`src/hdl/lru_page_frame_mapper_macros.svh`:
```
// ----------------------------------------------------------------------------
// lru page frame mapper assertion macros
// concurrent check helpers, all sampled on clk and disabled during reset
// ----------------------------------------------------------------------------
`ifndef LRU_PAGE_FRAME_MAPPER_MACROS_SVH
`define LRU_PAGE_FRAME_MAPPER_MACROS_SVH

`ifndef NO_ASSERTIONS

// expression must hold at every clock edge
`define LPFM_ASSERT_ALWAYS(label, expr, msg) \
	label: assert property (@(posedge clk) disable iff (!arst_n) (expr)) \
		else $error(msg);

// consequent must hold in the same cycle as the antecedent
`define LPFM_ASSERT_SAME(label, ante, cons, msg) \
	label: assert property (@(posedge clk) disable iff (!arst_n) (ante) |-> (cons)) \
		else $error(msg);

// consequent must hold in the cycle after the antecedent
`define LPFM_ASSERT_NEXT(label, ante, cons, msg) \
	label: assert property (@(posedge clk) disable iff (!arst_n) (ante) |=> (cons)) \
		else $error(msg);

`else

`define LPFM_ASSERT_ALWAYS(label, expr, msg)
`define LPFM_ASSERT_SAME(label, ante, cons, msg)
`define LPFM_ASSERT_NEXT(label, ante, cons, msg)

`endif

`endif

```
`src/hdl/lpfm_pkg.sv`:
```
// ----------------------------------------------------------------------------
// lpfm_pkg
// shared types and constants for the lru page frame mapper
// ----------------------------------------------------------------------------
package lpfm_pkg;

	// default geometry
	localparam int FRAMES_DEF     = 16;
	localparam int PAGE_BYTES_DEF = 4096;

	// field widths
	localparam int PAGE_W   = 32;
	localparam int OFFSET_W = 12;
	localparam int REQ_W    = 32;
	localparam int FRAME_W  = 4;
	localparam int ADDR_W   = 16;
	localparam int LEN_W    = 13;
	localparam int CFG_W    = 5;

	// reset value of frames_in_use
	localparam logic [CFG_W-1:0] FRAMES_IN_USE_RST = 5'd16;

	// stream word widths, padded to whole bytes
	localparam int IN_BITS   = PAGE_W + OFFSET_W + REQ_W;
	localparam int IN_DATA_W = ((IN_BITS + 7) / 8) * 8;
	localparam int OUT_BITS  = FRAME_W + PAGE_W + ADDR_W + LEN_W;
	localparam int OUT_DATA_W = ((OUT_BITS + 7) / 8) * 8;
	localparam int OUT_USER_W = 2;

	// sequencer states
	typedef enum logic [1:0] {
		ST_IDLE,
		ST_SCAN,
		ST_UPDATE,
		ST_DONE
	} lpfm_state_t;

endpackage

```
`src/hdl/lpfm_page_ram.sv`:
```
// ----------------------------------------------------------------------------
// lpfm_page_ram
// page number store, one write port and one registered read port
// ----------------------------------------------------------------------------
module lpfm_page_ram
	import lpfm_pkg::*;
#(
	parameter int DEPTH = FRAMES_DEF,
	parameter int AW    = $clog2(FRAMES_DEF)
) (
	input  logic              clk,
	input  logic              we,
	input  logic [AW-1:0]     waddr,
	input  logic [PAGE_W-1:0] wdata,
	input  logic [AW-1:0]     raddr,
	output logic [PAGE_W-1:0] rdata
);

	logic [PAGE_W-1:0] mem_q [DEPTH];
	logic [PAGE_W-1:0] rdata_q;

	// write port
	always_ff @(posedge clk) begin
		if (we) begin
			mem_q[waddr] <= wdata;
		end
	end

	// registered read port
	always_ff @(posedge clk) begin
		rdata_q <= mem_q[raddr];
	end

	assign rdata = rdata_q;

endmodule

```
`src/hdl/lru_page_frame_mapper.sv`:
```
// ----------------------------------------------------------------------------
// lru_page_frame_mapper
// fully associative page buffer with lru replacement and address mapping
// ----------------------------------------------------------------------------
// Each accepted word is one page access. The block scans the active frames
// one per cycle, reading the page store and the recency rank of that frame
// through a single compare unit; it stops at the lowest-numbered matching
// frame, or after the last active frame picks the least recently used one as
// victim. After acceptance, the first read is issued, the compares follow
// behind the registered page store read, then come one update step and the
// load of the output register. s_tready comes back together with the loaded
// result, so a new access is only taken once the previous one is through;
// the serial scan through the page store read port sets the access rate.
// s_tready is high only while no access is in progress. A finished result
// waits in the output register; the next access is still accepted and
// scanned, and holds in its last step until that register is free. The
// frames_in_use register may be written while idle.
// ----------------------------------------------------------------------------
`include "lru_page_frame_mapper_macros.svh"

module lru_page_frame_mapper
	import lpfm_pkg::*;
#(
	parameter int FRAMES     = FRAMES_DEF,
	parameter int PAGE_BYTES = PAGE_BYTES_DEF
) (
	input  logic                  clk,
	input  logic                  arst_n,
	// configuration write channel: frames_in_use
	input  logic                  cfg_valid,
	output logic                  cfg_ready,
	input  logic [CFG_W-1:0]      cfg_data,
	// access words
	input  logic                  s_tvalid,
	output logic                  s_tready,
	// page_number[31:0], page_offset[43:32], request_length[75:44], zero pad
	input  logic [IN_DATA_W-1:0]  s_tdata,
	// result words
	output logic                  m_tvalid,
	input  logic                  m_tready,
	// frame[3:0], writeback_page[35:4], byte_address[51:36], length[64:52], zero pad
	output logic [OUT_DATA_W-1:0] m_tdata,
	// hit[0], writeback[1]
	output logic [OUT_USER_W-1:0] m_tuser
);

	localparam int FW = (FRAMES > 1) ? $clog2(FRAMES) : 1;
	localparam int CW = FW + 1;
	localparam int NW = (CW > CFG_W) ? CW : CFG_W;
	localparam int RW = $clog2(PAGE_BYTES + 1);
	localparam logic [FW-1:0] TOP_RANK = FW'(FRAMES - 1);

	lpfm_state_t state_q, state_d;

	// configuration
	logic [CFG_W-1:0] frames_in_use_q;
	logic [NW-1:0]    raw_ext;
	logic [NW-1:0]    n_val;
	logic [CW-1:0]    n_q;

	// captured access
	logic [PAGE_W-1:0]   page_q;
	logic [OFFSET_W-1:0] offset_q;
	logic [REQ_W-1:0]    req_q;
	logic [RW-1:0]       room_q;
	logic [RW-1:0]       room_d;

	// per-frame state
	logic [FW-1:0]     rank_q [FRAMES];
	logic [FRAMES-1:0] valid_q;

	// scan pipeline
	logic [CW-1:0]     rd_cnt_q;
	logic [FW-1:0]     rd_addr;
	logic              issue;
	logic              vld_s1;
	logic [FW-1:0]     idx_s1;
	logic [FW-1:0]     rank_s1;
	logic              fvalid_s1;
	logic [PAGE_W-1:0] page_rd;

	// compare unit
	logic cmp;
	logic match;
	logic last;
	logic take;

	// scan results
	logic              hit_q;
	logic [FW-1:0]     hit_idx_q;
	logic [FW-1:0]     hit_rank_q;
	logic [FW-1:0]     best_idx_q;
	logic [FW-1:0]     best_rank_q;
	logic [PAGE_W-1:0] best_page_q;
	logic              best_fv_q;

	// update step
	logic [FW-1:0]     fsel;
	logic [FW-1:0]     old_rank;
	logic              ram_we;
	logic [FW-1:0]     f_q;
	logic              wb_q;
	logic [PAGE_W-1:0] wb_page_q;

	// result assembly
	logic [31:0]       addr_full;
	logic [REQ_W-1:0]  len_full;
	logic              out_free;
	logic              accept;
	logic              m_tvalid_q;
	logic [OUT_DATA_W-1:0] m_tdata_q;
	logic [OUT_USER_W-1:0] m_tuser_q;
	logic [FRAMES-1:0] top_vec;

	// configuration register, always ready
	assign cfg_ready = 1'b1;

	always_ff @(posedge clk or negedge arst_n) begin
		if (!arst_n) begin
			frames_in_use_q <= FRAMES_IN_USE_RST;
		end else if (cfg_valid && cfg_ready) begin
			frames_in_use_q <= cfg_data;
		end
	end

	// clamp active frame count to 1..FRAMES
	always_comb begin
		raw_ext = NW'(frames_in_use_q);
		if (raw_ext == '0) begin
			n_val = NW'(1);
		end else if (raw_ext > NW'(FRAMES)) begin
			n_val = NW'(FRAMES);
		end else begin
			n_val = raw_ext;
		end
	end

	// room left in the page after the offset
	always_comb begin
		if (32'(s_tdata[PAGE_W +: OFFSET_W]) < 32'(PAGE_BYTES)) begin
			room_d = RW'(32'(PAGE_BYTES) - 32'(s_tdata[PAGE_W +: OFFSET_W]));
		end else begin
			room_d = '0;
		end
	end

	// compare unit on the frame read back from the store
	assign cmp   = vld_s1 && (state_q == ST_SCAN);
	assign match = cmp && fvalid_s1 && (page_rd == page_q);
	assign last  = cmp && ({1'b0, idx_s1} == (n_q - CW'(1)));
	assign take  = (idx_s1 == '0) || (rank_s1 < best_rank_q);

	assign out_free = !m_tvalid_q || m_tready;
	assign accept   = s_tvalid && s_tready;

	// sequencer state register
	always_ff @(posedge clk or negedge arst_n) begin
		if (!arst_n) begin
			state_q <= ST_IDLE;
		end else begin
			state_q <= state_d;
		end
	end

	// next state and control
	always_comb begin
		state_d  = state_q;
		s_tready = 1'b0;
		issue    = 1'b0;
		ram_we   = 1'b0;
		case (state_q)
			ST_IDLE: begin
				s_tready = 1'b1;
				if (s_tvalid) begin
					state_d = ST_SCAN;
				end
			end
			ST_SCAN: begin
				issue = (rd_cnt_q < n_q);
				if (match || last) begin
					state_d = ST_UPDATE;
				end
			end
			ST_UPDATE: begin
				ram_we  = !hit_q;
				state_d = ST_DONE;
			end
			ST_DONE: begin
				if (out_free) begin
					state_d = ST_IDLE;
				end
			end
			default: begin
				state_d = ST_IDLE;
			end
		endcase
	end

	assign rd_addr = rd_cnt_q[FW-1:0];

	// access capture and read counter
	always_ff @(posedge clk or negedge arst_n) begin
		if (!arst_n) begin
			rd_cnt_q <= '0;
			vld_s1   <= 1'b0;
		end else begin
			if (accept) begin
				rd_cnt_q <= '0;
			end else if (issue) begin
				rd_cnt_q <= rd_cnt_q + CW'(1);
			end
			vld_s1 <= issue;
		end
	end

	always_ff @(posedge clk) begin
		if (accept) begin
			page_q   <= s_tdata[0 +: PAGE_W];
			offset_q <= s_tdata[PAGE_W +: OFFSET_W];
			req_q    <= s_tdata[PAGE_W + OFFSET_W +: REQ_W];
			room_q   <= room_d;
			n_q      <= CW'(n_val);
		end
		idx_s1    <= rd_addr;
		rank_s1   <= rank_q[rd_addr];
		fvalid_s1 <= valid_q[rd_addr];
	end

	// page store
	lpfm_page_ram #(
		.DEPTH(FRAMES),
		.AW   (FW)
	) u_page_ram (
		.clk  (clk),
		.we   (ram_we),
		.waddr(fsel),
		.wdata(page_q),
		.raddr(rd_addr),
		.rdata(page_rd)
	);

	// scan result tracking
	always_ff @(posedge clk or negedge arst_n) begin
		if (!arst_n) begin
			hit_q <= 1'b0;
		end else if (accept) begin
			hit_q <= 1'b0;
		end else if (match) begin
			hit_q <= 1'b1;
		end
	end

	always_ff @(posedge clk) begin
		if (match) begin
			hit_idx_q  <= idx_s1;
			hit_rank_q <= rank_s1;
		end
		if (cmp && take) begin
			best_idx_q  <= idx_s1;
			best_rank_q <= rank_s1;
			best_page_q <= page_rd;
			best_fv_q   <= fvalid_s1;
		end
	end

	// chosen frame and its rank before the update
	assign fsel     = hit_q ? hit_idx_q : best_idx_q;
	assign old_rank = hit_q ? hit_rank_q : best_rank_q;

	// recency and valid update, one step for all frames
	always_ff @(posedge clk or negedge arst_n) begin
		if (!arst_n) begin
			valid_q <= '0;
			for (int i = 0; i < FRAMES; i++) begin
				rank_q[i] <= FW'(i);
			end
		end else if (state_q == ST_UPDATE) begin
			for (int i = 0; i < FRAMES; i++) begin
				if (FW'(i) == fsel) begin
					rank_q[i] <= TOP_RANK;
				end else if (rank_q[i] > old_rank) begin
					rank_q[i] <= rank_q[i] - FW'(1);
				end
			end
			if (!hit_q) begin
				valid_q[fsel] <= 1'b1;
			end
		end
	end

	// result fields of the chosen frame
	always_ff @(posedge clk) begin
		if (state_q == ST_UPDATE) begin
			f_q       <= fsel;
			wb_q      <= !hit_q && best_fv_q;
			wb_page_q <= (!hit_q && best_fv_q) ? best_page_q : '0;
		end
	end

	assign addr_full = 32'(f_q) * 32'(PAGE_BYTES) + 32'(offset_q);
	assign len_full  = (req_q < REQ_W'(room_q)) ? req_q : REQ_W'(room_q);

	// output register
	always_ff @(posedge clk or negedge arst_n) begin
		if (!arst_n) begin
			m_tvalid_q <= 1'b0;
		end else if ((state_q == ST_DONE) && out_free) begin
			m_tvalid_q <= 1'b1;
		end else if (m_tready) begin
			m_tvalid_q <= 1'b0;
		end
	end

	always_ff @(posedge clk) begin
		if ((state_q == ST_DONE) && out_free) begin
			m_tdata_q <= OUT_DATA_W'({LEN_W'(len_full), ADDR_W'(addr_full), wb_page_q,
				FRAME_W'(f_q)});
			m_tuser_q <= {wb_q, hit_q};
		end
	end

	assign m_tvalid = m_tvalid_q;
	assign m_tdata  = m_tdata_q;
	assign m_tuser  = m_tuser_q;

	// exactly one frame holds the top rank
	always_comb begin
		for (int i = 0; i < FRAMES; i++) begin
			top_vec[i] = (rank_q[i] == TOP_RANK);
		end
	end

	`LPFM_ASSERT_ALWAYS(a_one_top_rank, $onehot(top_vec), "recency ranks lost the top rank")
	`LPFM_ASSERT_SAME(a_hit_no_wb, m_tvalid && m_tuser[0], !m_tuser[1], "hit with writeback")
	`LPFM_ASSERT_SAME(a_scan_in_range, cmp, {1'b0, idx_s1} < n_q, "scan beyond active frames")
	`LPFM_ASSERT_NEXT(a_busy_after_accept, accept, !s_tready, "ready while access in progress")

endmodule
```
`config.mk`:
```
export PLATFORM = sky130hd
export DESIGN_NAME = lru_page_frame_mapper
export DESIGN_NICKNAME = d
export VERILOG_FILES = /design/src/hdl/lpfm_pkg.sv /design/src/hdl/lpfm_page_ram.sv /design/src/hdl/lru_page_frame_mapper.sv
export VERILOG_INCLUDE_DIRS = /design/src /design/src/hdl
export SDC_FILE = /design/constraint.sdc
export NUM_CORES = 1
export LEC_CHECK = 0
export BUFFER_PORTS_ARGS = -buffer_cell sky130_fd_sc_hd__buf_2
export CELL_PAD_IN_SITES_DETAIL_PLACEMENT = 1
export CELL_PAD_IN_SITES_GLOBAL_PLACEMENT = 1
export CORE_MARGIN = 5
export CORE_UTILIZATION = 60
export CTS_BUF_LIST = sky130_fd_sc_hd__clkbuf_8
export CTS_CLUSTER_DIAMETER = 100
export CTS_CLUSTER_SIZE = 14
export DETAILED_ROUTE_END_ITERATION = 10
export PLACE_DENSITY = 0.95
export SYNTH_ARGS = -nofsm -noshare
export SYNTH_HDL_FRONTEND = slang
export SYNTH_SLANG_ARGS = --single-unit
```
`constraint.sdc`:
```
create_clock -name clk -period 8.7 [get_ports clk]
set_clock_uncertainty 0.05 [all_clocks]
set_input_delay 1.74 -clock clk [delete_from_list [all_inputs] [get_ports clk]]
set_output_delay 1.74 -clock clk [all_outputs]
set_load 0.05 [all_outputs]
```
# Word level (Yosys, flattened, before mapping)
# Memory sizes are Yosys's and may differ from the RTL's. A register that Yosys moved wholly into a read port is not among the register bits.
# Cells that the tools add are included.
classes:
  reduce_logical: 56
  n_mux: 58
  n_eq_ne: 23
  add_sub_neg: 20
  bitwise: 3
  magnitude_cmp: 24
ops:
  columns: ["operator", "n"]
  rows:
  - ["4-bit two-way mux", 36]
  - ["4-bit > comparator", 16]
  - ["4-bit by 1-bit subtractor with 4-bit output (second input constant)", 16]
  - ["2-bit nonzero test", 19]
  - ["2-bit AND reduction", 17]
  - ["32-bit equality test", 1]
  - ["4-bit equality test (first input constant)", 8]
  - ["32-bit by 13-bit < comparator with 1-bit output", 1]
  - ["16-bit by 12-bit adder with 16-bit output", 1]
  - ["4-bit binary-select mux with 4-bit select", 1]
  - ["3-bit by 4-bit equality test with 1-bit output (first input constant)", 4]
  - ["16-bit OR", 1]
  - ["5-bit two-way mux", 3]
  - ["13-bit two-way mux", 1]
  - ["13-bit by 12-bit subtractor with 13-bit output (first input constant)", 1]
  - ["1-bit two-way mux", 11]
  - ["4-bit by 5-bit < comparator with 1-bit output (second input constant)", 2]
  - ["1-bit logical AND", 9]
  - ["2-bit by 4-bit equality test with 1-bit output (first input constant)", 2]
  - ["4-bit logical NOT", 2]
  - ["2-bit one-hot mux with 4 select lines", 1]
  - ["2-bit two-way mux", 3]
  - ["5-bit by 1-bit adder with 5-bit output (second input constant)", 1]
  - ["4-bit by 5-bit equality test with 1-bit output", 1]
  - ["other kinds (21)", 26]
totals:
  regBits: 351
  elab_cells: 228
  ram_bits: 512
  mem_count: 1
  inputBits: 90
memory_table:
  columns: ["memory", "depth", "word_bits", "rd", "rd_clocked_by_memory_dff", "write_ports", "line", "text"]
  rows:
  - ["u_page_ram.mem_q", 16, 32, 1, 1, 1, "lpfm_page_ram.sv:19", "logic [PAGE_W-1:0] mem_q [DEPTH];"]

# Longest topological paths before layout
depth:
  depth_word: 7
  ltp_mapped: 11
  ltp_nobuf: 8

# Modules after synthesis
# From an unflattened synthesis, not the netlist that was laid out.
unflattened:
  hier_cells: 2001
  hier_area_um2: 36038.3
by_module_without_submodules:
  columns: ["mod", "seq_area_each_um2", "area_per_inst_um2", "cells_each", "instances"]
  rows:
  - ["lpfm_page_ram", 16015.4, 19835.3, 838, 1]
  - ["lru_page_frame_mapper", 9865.7, 16203.0, 1163, 1]

# Least setup slack after synthesis
# Ideal clock, no wire load.
synth_path:
  path_kind: "input port to flip-flop"
  startpoint: "input s_tvalid"
  endpoint: "register n_q[0] (enable)"
  cell_stages: 2
  arrival_time_ps: 4520
  setup_ps: 492
  setup_slack_ps: 3638
  required_ps: 8158
  path_cell_list: "and2_1 clkbuf_1"
synth_via:
  elab_chain_len: 1
synth_rtl:
  columns: ["item", "line", "text"]
  rows:
  - ["start: declaration", "lru_page_frame_mapper.sv:34", "input logic s_tvalid,"]
  - ["1-bit logical AND", "lru_page_frame_mapper.sv:154", "assign accept = s_tvalid && s_tready;"]
  - ["via accept", "lru_page_frame_mapper.sv:109", "logic accept;"]
  - ["end signal: assignment", "lru_page_frame_mapper.sv:222", "n_q <= CW'(n_val);"]
  - ["end: declaration", "lru_page_frame_mapper.sv:59", "logic [CW-1:0] n_q;"]
# The timed path passes the listed nets, and every way through them passes these cells.
# A chain may end at the register's enable or synchronous reset.

# Worst setup path in the final report
layout_path:
  startpoint: "register hit_q"
  endpoint: "memory u_page_ram.mem_q[13][14] (enable)"
layout_via:
  elab_chain_len: 4
  elab_cells_between_ends: 5
layout_rtl:
  columns: ["item", "line", "text"]
  rows:
  - ["start: declaration", "lru_page_frame_mapper.sv:89", "logic hit_q;"]
  - ["start signal: assignment", "lru_page_frame_mapper.sv:245", "hit_q <= 1'b0;"]
  - ["start signal: assignment", "lru_page_frame_mapper.sv:247", "hit_q <= 1'b0;"]
  - ["start signal: assignment", "lru_page_frame_mapper.sv:249", "hit_q <= 1'b1;"]
  - ["1-bit logical NOT", "lru_page_frame_mapper.sv:185", "ram_we = !hit_q;"]
  - ["1-bit two-way mux", "lru_page_frame_mapper.sv:171", "case (state_q)"]
  - ["1-bit two-way mux", "lpfm_page_ram.sv:24", "if (we) begin"]
  - ["1-bit two-way mux (implied by the code)", "lpfm_page_ram.sv:25", "mem_q[waddr] <= wdata;"]
  - ["end: declaration", "lpfm_page_ram.sv:19", null]
# Parallel ways exist; a longest one is shown, timed or not.

==> results.cfg <==
[status]
status = finished clean

[critical_path]
ff2ff_setup_slack_ns = 4.75
crit_arrival_ns = 4.23
reg2reg_depth = 7
required_ns = 8.98
end_kind = register
cp_top_family = buffers and inverters
start_kind = register
cp_num_cells = 7
cpPeakStageDelay_ns = 0.92
r2r-start = hit_q
crit_chain = buf_4 > nand2_1 > o22ai_1 > and2_1 > nand2_1 > nor2_4 > buf_4
rr_endpoint = u_page_ram.mem_q[13][14]
crit_slowest_cell = o22ai_1
critPathMaxFanout = 37
critical_path_buf_inv_count = 2
crit_type = register to register

[yosys]
ys_ff_latch = 890
avgSynthCellArea_um2 = 19.02
ys.flop_type = edfxtp_1
ys_seq_area_share_pct = 72.10
async_flop_share_pct = 10.67
synth_edf_count = 754
synth_warnings = 0
yosysUniqueCellTypes = 60
syn_inst = 1887
syn_area_mm2 = 0.03590

[cells_and_area]
fillers = 4923
area_growth_syn_to_layout_pct = 8.536
drive_gt1_share_pct = 25.00
diodes = 0
nets = 2279

[cts]
clock_sinks = 890
numCtsBuffers = 73
ctsResizeCount = 0
clock_path_buffers = 3
cts.clk_slew.worst_paths_ns = 0.09
htree_levels = 3
cts_root_buffer = clkbuf_8
insertion_delay_ns = 0.72
cts_hold_buf = 0
postCtsSetupBuffers = 0
cts_tree = yes

[min_path]
hold_start = wb_page_q[25]
min_to = m_tdata[29]
hold_path_depth = 0
hold_path.class = register to register

[die]
rows = 89
ios = 167
die-area_mm2 = 0.06482
fp.dieH_um = 254.6
start_util_pct = 60.71
core_mm2 = 0.05913
die_x_um = 254.6

[timing]
setup_viol = 0
worst_slew_pin_slew_ns = 1.290
hold_violations = 0
hold_ws_ns = 0.3769
min_period_ns = 3.954
max_slew_margin_pct = 13.99
tns_ns = 0
drv_slew = 0
rsz0062_at_grt = false
fmax_mhz = 252.9
timing.final.crit_share_pct = 45.44

[global_route]
grt_pass1_wl_um = 145100
antenna_found_initial = 2
grt-ovfl-total = 0
grt_usage_pct = 30.85
grt_max_degree = 110
grt_pass1_vias = 21410

[routing]
wl_per_cell_um = 33.90
vias = 19810
drc_errors = 0
drt_iter0_drc = 2299
ant_nets = 0
drt_pass1_iterations = 8
wirelength_um = 98600
viasPerCell = 6.810

[flow_run]
maxCapViolCount = 0

[power_and_ir_drop]
power_switching_w = 0.004246
power_leakage_nw = 13.47
finalPower_w = 0.01209
swShare_pct = 35.14
p_int_w = 0.007839
vdd_ir_drop_max_uv = 243.9
powerDensity_mw_per_mm2 = 310.2
clockPowerShare_pct = 18.2
power_frac_seq_pct = 51.8
p_comb_share_pct = 30.0

[placed_design]
gp_congestion = 0.8096
port_buffers = 154
hpwl_um = 57320
cells in the final DEF, fill, tap and decap left out, types with 22 or more instances in the layout:
master     instances
and2_1            42
buf_2            153
buf_4             31
clkbuf_8          74
dfrtp_1           57
dfstp_2           33
dfxtp_1           41
edfxtp_1         754
ha_1             107
inv_1            115
mux4_2           185
nand2_1           62
nand4_1           23
nor2_1            25
nor3_1            22
o2111ai_1         32
o21a_1            36
xnor2_1           26
xor2_1            58
metal layers:
layer | up-vias | GRT usage, % | share of wire [%]
met3 | 314 | 5.772 | 8.3
met4 | 0 | 13.03 | 4.7
met1 | 10310 | 38.78 | 35
li1 | 7875 | - | -
met5 | - | 0 | 0
met2 | 1312 | 53.44 | 52
worst max path at each step:
stage | start | end
CTS | page_q[31] | state_q[1]
global placement | s_tvalid | req_q[19]
detailed placement | page_q[31] | state_q[1]
global route | page_q[31] | state_q[1]
finish | hit_q | u_page_ram.mem_q[13][14]
floorplan | s_tvalid | n_q[0]
flip-flops by register name, indices dropped and copies added (netlist names), 5 cells and up:
name / flops
wb_page_q: 32
valid_q: 16
page_q: 32
rd_cnt_q: 5
best_page_q: 32
n_q: 5
offset_q: 12
req_q: 32
frames_in_use_q: 5
room_q: 12
u_page_ram.mem_q: 512
u_page_ram.rdata: 32
rank_q: 64
m_tdata: 61
worst register-to-register path, cell delays in order (launching register included):
cell	delay [ns]
dfrtp_2	0.36
buf_4	0.62
nand2_1	0.24
o22ai_1	0.92
and2_1	0.42
nand2_1	0.22
nor2_4	0.19
buf_4	0.55
power groups by stage:
stage / clock network, W / registers [W] / logic, W
after floorplan: 0 / 0.00628 / 0.00230
after global placement: 0 / 0.00616 / 0.00321
after detailed placement: 0 / 0.00630 / 0.00352
after CTS: 0.00223 / 0.00623 / 0.00363
after global routing: 0.00245 / 0.00630 / 0.00384
final: 0.00220 / 0.00626 / 0.00363
area by class of cell:
class	instances	area, um2	share of cell area (%)
clock inverter	56	242.7	0.6230
tap	773	967.2	2.482
multi-input combinational	866	9577	24.58
sequential	890	25890	66.46
timing repair buffer	185	1018	2.614
clock buffer	74	1018	2.614
inverter	65	244.0	0.6262
metrics by stage:
step                      instances  util (%)  cell area, um2  setup WS, ns
final                          2909     65.89           38960         4.746
after global routing           2909     65.89           38960         4.671
after CTS                      2909     65.89           38960         4.701
after detailed placement       2779     63.76           37700         4.804
after global placement         2779     63.76           37700         5.025
after floorplan                1893         -           35920         3.638
cell families after synthesis:
kind of cell	count (synthesis)	share of synthesized area (%)
adders and majority gates	108	3.765
and+or+nand+nor	269	3.928
buffers and inverters	137	1.673
other	2	0.02092
muxes	209	12.45
DFF	890	72.10
xor gates and xnor gates	84	2.050
AOI/OAI and AO/OA	188	4.015
synth_stat cells (5+ instances only):
library cell	number	area share, %
nand3_1	13	0.18
o211ai_1	12	0.25
o21ai_1	6	0.084
buf_2	17	0.24
mux2_4	10	0.42
nor3_1	22	0.31
or2_1	16	0.28
nand2b_1	10	0.17
and2_1	44	0.77
o2111ai_1	32	0.78
dfxtp_1	41	2.3
ha_1	108	3.8
mux2_2	5	0.16
nor2b_1	18	0.31
mux4_2	185	12
dfrtp_1	62	4.3
o2111a_1	5	0.16
a21oi_1	19	0.26
o21a_1	36	0.75
nor2_1	41	0.43
nand2_1	62	0.65
xnor2_1	26	0.63
nand4_1	23	0.40
a2bb2oi_1	10	0.24
dfstp_2	33	2.4
a21o_1	13	0.27
nor4_1	10	0.17
edfxtp_1	754	63
mux2i_1	5	0.14
inv_1	65	0.68
xor2_1	58	1.4
buf_4	13	0.27
o21ai_0	18	0.25
a22oi_1	6	0.13
clkbuf_1	37	0.39
a31oi_1	6	0.10
(Power assumes the default switching activity.)
